File: src/rtl/q248_pkg.sv
// Package for the Q24.8 fixed-point ALU: opcodes, operation classes, defaults.
// No dependencies; every rtl file refers to it by scoped names.
package q248_pkg;

  localparam int unsigned DATA_WIDTH_DEF = 32;
  localparam int unsigned FRAC_BITS_DEF  = 8;

  // Queue of decoded entries between the front and back parts
  localparam int unsigned FIFO_DEPTH = 4;
  localparam int unsigned FIFO_PTR_W = 2;
  localparam int unsigned FIFO_CNT_W = 3;

  typedef enum logic [3:0] {
    FN_ADD     = 4'd0,
    FN_SUB     = 4'd1,
    FN_MUL     = 4'd2,
    FN_DIV     = 4'd3,
    FN_LT      = 4'd4,
    FN_GT      = 4'd5,
    FN_LE      = 4'd6,
    FN_GE      = 4'd7,
    FN_EQ      = 4'd8,
    FN_NE      = 4'd9,
    FN_MIN     = 4'd10,
    FN_MAX     = 4'd11,
    FN_INC     = 4'd12,
    FN_DEC     = 4'd13,
    FN_TOINT   = 4'd14,
    FN_FROMINT = 4'd15
  } func_e;

  // Which back-end unit finishes the transaction
  typedef enum logic [1:0] {
    KIND_SIMPLE = 2'd0,
    KIND_MUL    = 2'd1,
    KIND_DIV    = 2'd2
  } kind_e;

endpackage

File: src/rtl/q248_fifo.sv
// Short queue decoupling the front part from the execution pipeline.
// Uses q248_pkg for depth and pointer widths.
module q248_fifo #(
  parameter int unsigned WIDTH = 8
) (
  input  logic             clk_i,
  input  logic             rst_ni,
  input  logic             push_i,
  input  logic [WIDTH-1:0] data_i,
  output logic             ready_o,
  input  logic             pop_i,
  output logic [WIDTH-1:0] data_o,
  output logic             valid_o
);

  logic [WIDTH-1:0]                    mem_q [q248_pkg::FIFO_DEPTH];
  logic [q248_pkg::FIFO_PTR_W-1:0]     wr_q, rd_q;
  logic [q248_pkg::FIFO_CNT_W-1:0]     cnt_q, cnt_d;

  assign ready_o = cnt_q != q248_pkg::FIFO_CNT_W'(q248_pkg::FIFO_DEPTH);
  assign valid_o = cnt_q != '0;
  assign data_o  = mem_q[rd_q];

  always_comb begin
    cnt_d = cnt_q;
    if (push_i && !pop_i) begin
      cnt_d = cnt_q + 1'b1;
    end else if (pop_i && !push_i) begin
      cnt_d = cnt_q - 1'b1;
    end
  end

  always_ff @(posedge clk_i or negedge rst_ni) begin
    if (!rst_ni) begin
      wr_q  <= '0;
      rd_q  <= '0;
      cnt_q <= '0;
    end else begin
      cnt_q <= cnt_d;
      if (push_i) wr_q <= wr_q + 1'b1;
      if (pop_i)  rd_q <= rd_q + 1'b1;
    end
  end

  always_ff @(posedge clk_i) begin
    if (push_i) mem_q[wr_q] <= data_i;
  end

  a_no_overflow: assert property (@(posedge clk_i) disable iff (!rst_ni)
    push_i |-> cnt_q != q248_pkg::FIFO_CNT_W'(q248_pkg::FIFO_DEPTH))
    else $error("queue pushed while full");

  a_no_underflow: assert property (@(posedge clk_i) disable iff (!rst_ni)
    pop_i |-> cnt_q != '0)
    else $error("queue popped while empty");

endmodule

File: config.mk
export PLATFORM = sky130hd
export DESIGN_NAME = q248_fifo
export DESIGN_NICKNAME = d
export VERILOG_FILES = /design/src/rtl/q248_pkg.sv /design/src/rtl/q248_fifo.sv
export SDC_FILE = /design/constraint.sdc
export NUM_CORES = 1
export LEC_CHECK = 0
export ABC_AREA = 1
export ABC_CLOCK_PERIOD_IN_PS = 1500
export BUFFER_PORTS_ARGS = -buffer_cell sky130_fd_sc_hd__buf_2
export CORE_ASPECT_RATIO = 1.5
export CORE_UTILIZATION = 55
export CTS_CLUSTER_DIAMETER = 200
export DETAILED_ROUTE_END_ITERATION = 12
export GPL_ROUTABILITY_DRIVEN = 0
export GPL_TIMING_DRIVEN = 1
export HOLD_SLACK_MARGIN = 0.12
export PLACE_DENSITY = 0.76
export SETUP_SLACK_MARGIN = 0.2
export SYNTH_ARGS = -nofsm -noshare
export SYNTH_HDL_FRONTEND = slang
export SYNTH_SLANG_ARGS = --single-unit
export TNS_END_PERCENT = 1
File: constraint.sdc
create_clock -name clk_i -period 1.5 [get_ports clk_i]
set_input_delay 0.225 -clock clk_i [delete_from_list [all_inputs] [get_ports clk_i]]
set_output_delay 0.225 -clock clk_i [all_outputs]
set_load 0.1 [all_outputs]
==> results.md <==
- Status: complete, but fails checks
- Failing checks: negative setup slack
- Max_slew headroom: 83.7%
- Most common cell after layout, fill and taps aside: edfxtp_1
- Worst path most repeated cell: buf_12
- I/O Pins: 22
- CP Launch Point: rd_q[0]
- Clk root buf: clkbuf_8
- RSZ-0062 raised after global routing: yes
- First-pass iteration count of the detailed router: 4
- ANT cells: 0
- Setup tns final: -1050 ps
- Commonest cells after routing, fill and taps aside: edfxtp_1 (32), nand2_1 (23), inv_1 (20), o211ai_1 (15), nand2_2 (12)
- FP Rows: 24
- TritonCTS Buffers: 5
- Tmin final: 1650 ps
- Drt first-iter violations: 28
- Total GRT Usage: 23.1%
- CP Capture Point: data_o[4]
- Syn_nets: 160
- Fin area: 2250 µm²
- Flops & latches, synth: 39
- Htree depth: 2
- Worst skew pair latency: 290 ps
- Worst-path clk slew: 80 ps
- Post-Syn Area: 1710 µm²
- Crit path capture type: primary output
- Detailed placer's ending HPWL: 2100 µm
- Worst r2r src: wr_q[0]
- Synth Instances: 142
- Vias/cell: 5.18
- Final setup fails: 8
- Initial antenna violation count: 0
- CTS Sinks: 39
- Starting Density: 58.1%
- Final ANT Viol Nets: 0
- Fmax: 0.606 GHz
- Reg2Reg Setup Slack: 230 ps
- CP cell instances: buf_12, o211ai_1, nand2_2, buf_12
- Final Hold Violating Endpoints: 0
- Clk buf depth: 2
- CP max FO: 16
- Final critical-path setup slack: -151 ps
- DR WL/cell: 15.7 µm
- First-pass GRT wire length: 4920 µm
- Via count: 1088
- Pins Over Slew Limit: 0
- R2R depth: 4
- Max-cap violations: 0
- Full die area: 3340 µm²
- GR Overflow Total: 0
- Fin crit share: 110%
- R2r endpoint: mem_q[0][7]
- CP max stage cell: dfrtp_2
- Yosys Warn Count: 0
- Required @ worst endpoint: 1270 ps
- Count of unique library cells instantiated by Yosys: 18
- Hold Path Class: in2reg
- Die W: 47.5 µm
- Area Overhead vs Synth: 31.8%
- Fin Clk Skew: 7.13 ps
- DRC errors left: 0
- CTS tree: built
- Port buffer count: 21
- Sequential share of the synthesized area: 66.5%
- CP arrival: 1430 ps
- CP startpoint kind: register
- Kind of critical path: reg2out
- CP max stage delay: 460 ps
- Layout cells sized above 1: 37.4%
- Placeable Area: 2940 µm²
- Vias in the first global route: 1120
- Cell area after placement: 1980 µm²
- Syn Area/Cell: 12.0 µm²
- Layout Nets: 188
- Tightest Pin Transition: 243 ps
- Die height: 70.3 µm
- Detailed Route WL: 3300 µm
- Largest net degree at the start of global routing: 33
-- sequential cells by signal, summed over array words and instances (netlist names) --
name and flops:
cnt_q 3, mem_q 32, rd_q 2, wr_q 2
-- area by class of cell --
class | instances | area, µm²
fill | 204 | 691
sequential | 39 | 1140
multi-input combinational | 67 | 475
tap | 39 | 48.8
timing repair buffer | 27 | 333
inverter | 30 | 124
clock inverter | 2 | 60.1
clock buffer | 6 | 72.6
-- per-layer routing --
layer	track usage (%)	wire length [µm]
met5	0	0
met3	7.24	97
met4	9.52	46
met2	44.6	2050
met1	18.4	1100
-- repair_timing --
action	in CTS	in global routing
hold endpoints to repair	7	0
endpoints found under the setup margin	35	36
gates resized for setup	18	13
hold buffers	1	0
setup buffers	1	0
pin swaps	4	7
gates cloned	0	1
-- synthesized netlist by cell type (all sizes together) --
| cell type | n | area share (%) |
|---|---|---|
| xnor2 | 1 | 0.51 |
| o21ai | 2 | 0.59 |
| nand2 | 35 | 7.7 |
| edfxtp | 32 | 56 |
| buf | 5 | 2.9 |
| o211ai | 16 | 7.3 |
| nand3 | 3 | 0.88 |
| dfrtp | 7 | 10 |
| nand4 | 1 | 0.37 |
| clkbuf | 1 | 0.29 |
| ha | 5 | 3.7 |
| fa | 1 | 1.2 |
| xor2 | 3 | 1.5 |
| inv | 30 | 6.6 |
-- logic make-up (layout without fill, tap and decap cells) --
family,count (synthesis),count (layout),synth area share [%]
xor gates and xnor gates,4,4,2.05
DFF,39,39,66.5
AOI/OAI and AO/OA,18,18,7.91
adders and majority gates,6,6,4.83
and+or+nand+nor,39,39,8.93
buffers and inverters,36,65,9.81
-- worst min path at each step --
stage | start | to | cells after the start
floorplan | rst_ni | cnt_q[0] | 0
global placement | rst_ni | cnt_q[0] | 1
detailed placement | rst_ni | cnt_q[0] | 1
CTS | data_i[5] | mem_q[0][5] | 1
global route | data_i[2] | mem_q[0][2] | 1
finish | data_i[4] | mem_q[2][4] | 1
-- per-stage QoR --
stage	worst slack [ps]	std cells	util (%)	hold WS (ps)
after floorplan	66.5	142	-	-70.6
after global placement	144	199	67.4	64.7
after detailed placement	49.8	199	67.4	71.2
after CTS	-153	209	74.2	139
after global routing	-213	210	76.5	136
final	-151	210	76.5	148
-- critical path: cells and delay by family, from the launching register on --
family	cells	cell delay (ps)
flops	1	460
simple gates	1	110
buf+inv	2	330
compound gates	1	230
Power is left out: the tool's default activity adds up to more than one toggle a clock period on the data nets, which glitch-free logic cannot reach.
