File: config.mk
export PLATFORM = sky130hd
export DESIGN_NAME = q248_front
export DESIGN_NICKNAME = d
export VERILOG_FILES = /design/src/rtl/q248_pkg.sv /design/src/rtl/q248_front.sv
export SDC_FILE = /design/constraint.sdc
export NUM_CORES = 1
export LEC_CHECK = 0
export BUFFER_PORTS_ARGS = -buffer_cell sky130_fd_sc_hd__buf_4
export CAP_MARGIN = 20
export CELL_PAD_IN_SITES_DETAIL_PLACEMENT = 1
export CELL_PAD_IN_SITES_GLOBAL_PLACEMENT = 2
export CORE_MARGIN = 8
export CORE_UTILIZATION = 29
export DETAILED_ROUTE_END_ITERATION = 10
export PLACE_DENSITY = 0.83
export SYNTH_ARGS = -nofsm -noshare
export SYNTH_HDL_FRONTEND = slang
export SYNTH_SLANG_ARGS = --single-unit
File: constraint.sdc
create_clock -name vclk -period 4.7
set_clock_uncertainty 0.15 [all_clocks]
set_input_delay 0.47 -clock vclk [all_inputs]
set_output_delay 0.47 -clock vclk [all_outputs]
set_load 0.05 [all_outputs]
File: src/rtl/q248_pkg.sv
// Package for the Q24.8 fixed-point ALU: opcodes, operation classes, defaults.
// No dependencies; every rtl file refers to it by scoped names.
package q248_pkg;

  localparam int unsigned DATA_WIDTH_DEF = 32;
  localparam int unsigned FRAC_BITS_DEF  = 8;

  // Queue of decoded entries between the front and back parts
  localparam int unsigned FIFO_DEPTH = 4;
  localparam int unsigned FIFO_PTR_W = 2;
  localparam int unsigned FIFO_CNT_W = 3;

  typedef enum logic [3:0] {
    FN_ADD     = 4'd0,
    FN_SUB     = 4'd1,
    FN_MUL     = 4'd2,
    FN_DIV     = 4'd3,
    FN_LT      = 4'd4,
    FN_GT      = 4'd5,
    FN_LE      = 4'd6,
    FN_GE      = 4'd7,
    FN_EQ      = 4'd8,
    FN_NE      = 4'd9,
    FN_MIN     = 4'd10,
    FN_MAX     = 4'd11,
    FN_INC     = 4'd12,
    FN_DEC     = 4'd13,
    FN_TOINT   = 4'd14,
    FN_FROMINT = 4'd15
  } func_e;

  // Which back-end unit finishes the transaction
  typedef enum logic [1:0] {
    KIND_SIMPLE = 2'd0,
    KIND_MUL    = 2'd1,
    KIND_DIV    = 2'd2
  } kind_e;

endpackage

File: src/rtl/q248_front.sv
// Front part: decodes the opcode, finishes single-step operations and
// prepares operand magnitudes for the divider. Uses q248_pkg.
module q248_front #(
  parameter int unsigned DATA_WIDTH = q248_pkg::DATA_WIDTH_DEF,
  parameter int unsigned FRAC_BITS  = q248_pkg::FRAC_BITS_DEF
) (
  input  logic [3:0]                                  func_i,
  input  logic signed [DATA_WIDTH-1:0]                operand_a_i,
  input  logic signed [DATA_WIDTH-1:0]                operand_b_i,
  output logic [5*DATA_WIDTH+FRAC_BITS+3:0]           entry_o
);

  localparam int unsigned QW = DATA_WIDTH + FRAC_BITS;

  typedef struct packed {
    q248_pkg::kind_e              kind;
    logic [DATA_WIDTH-1:0]        res;
    logic                         flag;
    logic signed [DATA_WIDTH-1:0] a;
    logic signed [DATA_WIDTH-1:0] b;
    logic [QW-1:0]                nmag;
    logic [DATA_WIDTH-1:0]        dmag;
    logic                         neg;
  } entry_t;

  entry_t              e;
  logic signed [QW-1:0] num;
  logic                 a_lt_b;
  logic                 a_eq_b;

  assign num    = {operand_a_i, {FRAC_BITS{1'b0}}};
  assign a_lt_b = operand_a_i < operand_b_i;
  assign a_eq_b = operand_a_i == operand_b_i;

  always_comb begin
    e      = '0;
    e.kind = q248_pkg::KIND_SIMPLE;
    e.a    = operand_a_i;
    e.b    = operand_b_i;
    e.nmag = operand_a_i[DATA_WIDTH-1] ? QW'(-num) : QW'(num);
    e.dmag = operand_b_i[DATA_WIDTH-1] ? DATA_WIDTH'(-operand_b_i)
                                       : DATA_WIDTH'(operand_b_i);
    e.neg  = operand_a_i[DATA_WIDTH-1] ^ operand_b_i[DATA_WIDTH-1];
    case (q248_pkg::func_e'(func_i))
      q248_pkg::FN_ADD:     e.res = DATA_WIDTH'(operand_a_i + operand_b_i);
      q248_pkg::FN_SUB:     e.res = DATA_WIDTH'(operand_a_i - operand_b_i);
      q248_pkg::FN_MUL:     e.kind = q248_pkg::KIND_MUL;
      q248_pkg::FN_DIV:     e.kind = q248_pkg::KIND_DIV;
      q248_pkg::FN_LT:      e.flag = a_lt_b;
      q248_pkg::FN_GT:      e.flag = !a_lt_b && !a_eq_b;
      q248_pkg::FN_LE:      e.flag = a_lt_b || a_eq_b;
      q248_pkg::FN_GE:      e.flag = !a_lt_b;
      q248_pkg::FN_EQ:      e.flag = a_eq_b;
      q248_pkg::FN_NE:      e.flag = !a_eq_b;
      q248_pkg::FN_MIN:     e.res = a_lt_b ? operand_a_i : operand_b_i;
      q248_pkg::FN_MAX:     e.res = a_lt_b ? operand_b_i : operand_a_i;
      q248_pkg::FN_INC:     e.res = DATA_WIDTH'(operand_a_i + 1'b1);
      q248_pkg::FN_DEC:     e.res = DATA_WIDTH'(operand_a_i - 1'b1);
      q248_pkg::FN_TOINT:   e.res = DATA_WIDTH'(operand_a_i >>> FRAC_BITS);
      q248_pkg::FN_FROMINT: e.res = DATA_WIDTH'(operand_a_i << FRAC_BITS);
      default:              e.res = '0;
    endcase
  end

  assign entry_o = e;

endmodule

==> impl_metrics.json <==
{
  "vias": 11218,
  "kind_of_cell_adding_the_most_delay_to_the_critical_path": "compound AO/OA/AOI/OAI gates",
  "cts_setup_buffers": 0,
  "hold_viol_final": 0,
  "critical-path-slowest-cell": "sky130_fd_sc_hd__fa_1",
  "viasPerCell": 6.01,
  "flow.area_growth_from_synthesis_pct": 21.8,
  "syn-mean-instance-area_um2": 6.41,
  "detailedPlace.worstSlack_ns": 0.213,
  "fmax_mhz": 220,
  "timing.final.ws_setup_ns": 0.162,
  "fin_util": 0.356,
  "crit_path_cell_trace": "buf_4 > inv_1 > ha_1 > fa_1 > nand3b_1 > a211o_1 > a21bo_2 > a21oi_2 > a211oi_1 > o41ai_2 > nand3_1 > mux2_2 > o211ai_1 > buf_4",
  "globalRouteOverflowTotal": 0,
  "grt_pass1_wl_mm": 70.6,
  "timing.setup.critical_path_class": "primary input to output pin",
  "crit_path_max_incr_delay_ns": 0.44,
  "dominant_cell_type_by_count_on_the_critical_path": "sky130_fd_sc_hd__buf_4",
  "fill_cells": 3855,
  "io_pins": 240,
  "finalCritPeriodShare": 0.965,
  "flops_and_latches": 0,
  "wirelength_mm": 46.3,
  "groute.usage.overall": 0.247,
  "hold_crit_class": "primary input to output pin",
  "rsz0062_at_grt": "no",
  "ys_types": 92,
  "worstPathArrival_ns": 3.92,
  "final_layout_size_suffix_gt1_frac": 0.239,
  "worst_setup_path_start_kind": "primary input",
  "outcome": "complete, no violations",
  "ir_drop_worst_case_vdd_mv": 0.0822,
  "power_density_over_the_cells_mw_per_mm2": 163,
  "postSynthCellCount": 1340,
  "yosysWarningCount": 0,
  "final-setup-viol-count": 0,
  "post-synth-top-count-cell": "sky130_fd_sc_hd__nand2_1",
  "critPathMaxFanout": 11,
  "ctsResizeCount": 0,
  "cp_data_required_time_ns": 4.08,
  "synth_seq_area_share": 0,
  "drtPass1Iterations": 7,
  "antennaDiodeCount": 0,
  "chipWidth_um": 188,
  "routedWlPerCell_um": 24.8,
  "globalplace.congestion": 0.963,
  "post-synth-top-area-cell": "sky130_fd_sc_hd__xnor2_1",
  "max_cap_violations": 0,
  "hold-path-cell-count": 2,
  "power.total_uw": 1710,
  "num-nets-final": 1616,
  "multi_input_area_mm2": 0.00734,
  "via_count_of_the_first_global_routing_pass": 11185,
  "die_y_um": 188,
  "worstPathBufferInverterCount": 3,
  "ant_nets": 0,
  "final_design_area_no_fill_mm2": 0.0105,
  "hp-start": "operand_b_i[2]",
  "cts_hold_buffers": 0,
  "worst_pin_slew_ns": 0.880,
  "layout_clock_buffers": 0,
  "regArea_um2": 0,
  "area_share_of_the_leading_cell_type_in_the_synthesized_netlist": 0.102,
  "holdPathEnd": "entry_o[75]",
  "final_period_minus_worst_setup_slack_ns": 4.54,
  "placed_cell_area_mm2": 0.0104,
  "timing.critical_path.to_type": "output pin",
  "synth.top_cells.by_area": "sky130_fd_sc_hd__xnor2_1, sky130_fd_sc_hd__ha_1, sky130_fd_sc_hd__buf_4",
  "dieArea_mm2": 0.0354,
  "portBuffers": 232,
  "synth_area_mm2": 0.00859,
  "largest_net_degree_at_the_start_of_global_routing": 44,
  "timing.setup.tns_ns": 0,
  "design.core.area_mm2": 0.0294,
  "finalMaxSlewViolations": 0,
  "power.leakage_uw": 0.00442,
  "post_synth_most_frequent_cells": "sky130_fd_sc_hd__nand2_1, sky130_fd_sc_hd__a21oi_1, sky130_fd_sc_hd__xnor2_1",
  "grt_antenna_before_repair": 0,
  "initial_core_util": 0.292,
  "dp_hpwl_mm": 37.3,
  "drc_errors": 0,
  "relSlewSlack": 0.411,
  "initialDrtViolationCount": 1269,
  "fp_rows": 63
}
[cells by family after synthesis]
kind of cell / count (synthesis) / synth area share
buf+inv: 257 / 0.151
xor+xnor: 105 / 0.107
simple gates: 479 / 0.289
fa+ha+maj: 68 / 0.101
mux: 18 / 0.0221
other cells: 1 / 0.000437
compound gates: 412 / 0.329
[how the worst max path moves through the flow]
stage | endpoint | depth (start not counted) | slack [ns] | from
after floorplan | entry_o[144] | 13 | 0.07 | operand_a_i[1]
after CTS | entry_o[151] | 14 | 0.20 | operand_a_i[0]
after global routing | entry_o[151] | 14 | 0.04 | operand_a_i[0]
final | entry_o[168] | 14 | 0.16 | operand_a_i[0]
after global placement | entry_o[162] | 14 | 0.29 | operand_a_i[0]
after detailed placement | entry_o[151] | 14 | 0.21 | operand_a_i[0]
[metal layers]
metal	wire, µm	global-route usage	up-vias
met3	3190	0.0282	57
met1	20800	0.344	5538
met5	0	0	-
met4	937	0.0488	0
met2	21300	0.403	495
li1	-	-	5128
[per-stage QoR]
step,std cells,hold WS [ns]
3_3_place_gp,1868,1.10
2_1_floorplan,1347,0.957
4_1_cts,1868,1.10
6_report,1868,1.10
5_1_grt,1868,1.11
3_5_place_dp,1868,1.10
[where the power goes]
| part | switching, µW | internal, µW |
|---|---|---|
| combinational | 1180 | 529 |
| sequential | 0 | 0 |
| clock | 0 | 0 |
| total | 1180 | 529 |
[cells in the final DEF (no fill, tap or decap), types with 5 or more instances in the layout]
cell type and n:
sky130_fd_sc_hd__nand3b_1 6, sky130_fd_sc_hd__a222oi_1 18, sky130_fd_sc_hd__o21ai_0 82, sky130_fd_sc_hd__nand3_1 52, sky130_fd_sc_hd__xnor2_1 100, sky130_fd_sc_hd__o41ai_1 5
sky130_fd_sc_hd__nand2_1 117, sky130_fd_sc_hd__a31oi_1 13, sky130_fd_sc_hd__a21oi_1 106, sky130_fd_sc_hd__nor3_1 44, sky130_fd_sc_hd__o211ai_1 19, sky130_fd_sc_hd__nand4_1 27
sky130_fd_sc_hd__or2_2 7, sky130_fd_sc_hd__a22oi_1 13, sky130_fd_sc_hd__conb_1 8, sky130_fd_sc_hd__a31o_2 5, sky130_fd_sc_hd__or4_1 11, sky130_fd_sc_hd__nor2_1 91
sky130_fd_sc_hd__buf_4 307, sky130_fd_sc_hd__ha_1 66, sky130_fd_sc_hd__a21o_1 17, sky130_fd_sc_hd__nor4_1 24, sky130_fd_sc_hd__inv_1 79, sky130_fd_sc_hd__a211oi_1 16
sky130_fd_sc_hd__a211o_1 6, sky130_fd_sc_hd__a221o_1 10, sky130_fd_sc_hd__and3_1 14, sky130_fd_sc_hd__a221oi_1 9, sky130_fd_sc_hd__xor2_1 5, sky130_fd_sc_hd__or3_1 25
sky130_fd_sc_hd__nor4b_1 5, sky130_fd_sc_hd__o21bai_1 11, sky130_fd_sc_hd__o31ai_1 26, sky130_fd_sc_hd__nand2b_1 9, sky130_fd_sc_hd__nor2b_1 13, sky130_fd_sc_hd__and2_1 10
sky130_fd_sc_hd__mux2i_1 13
[final cells by class]
cell class	count	share of cell area
inverters	79	0.0284
well taps	390	0.0467
multi-input cells	1090	0.702
repair buffers	309	0.223
Power figures use the tool's default switching activity.
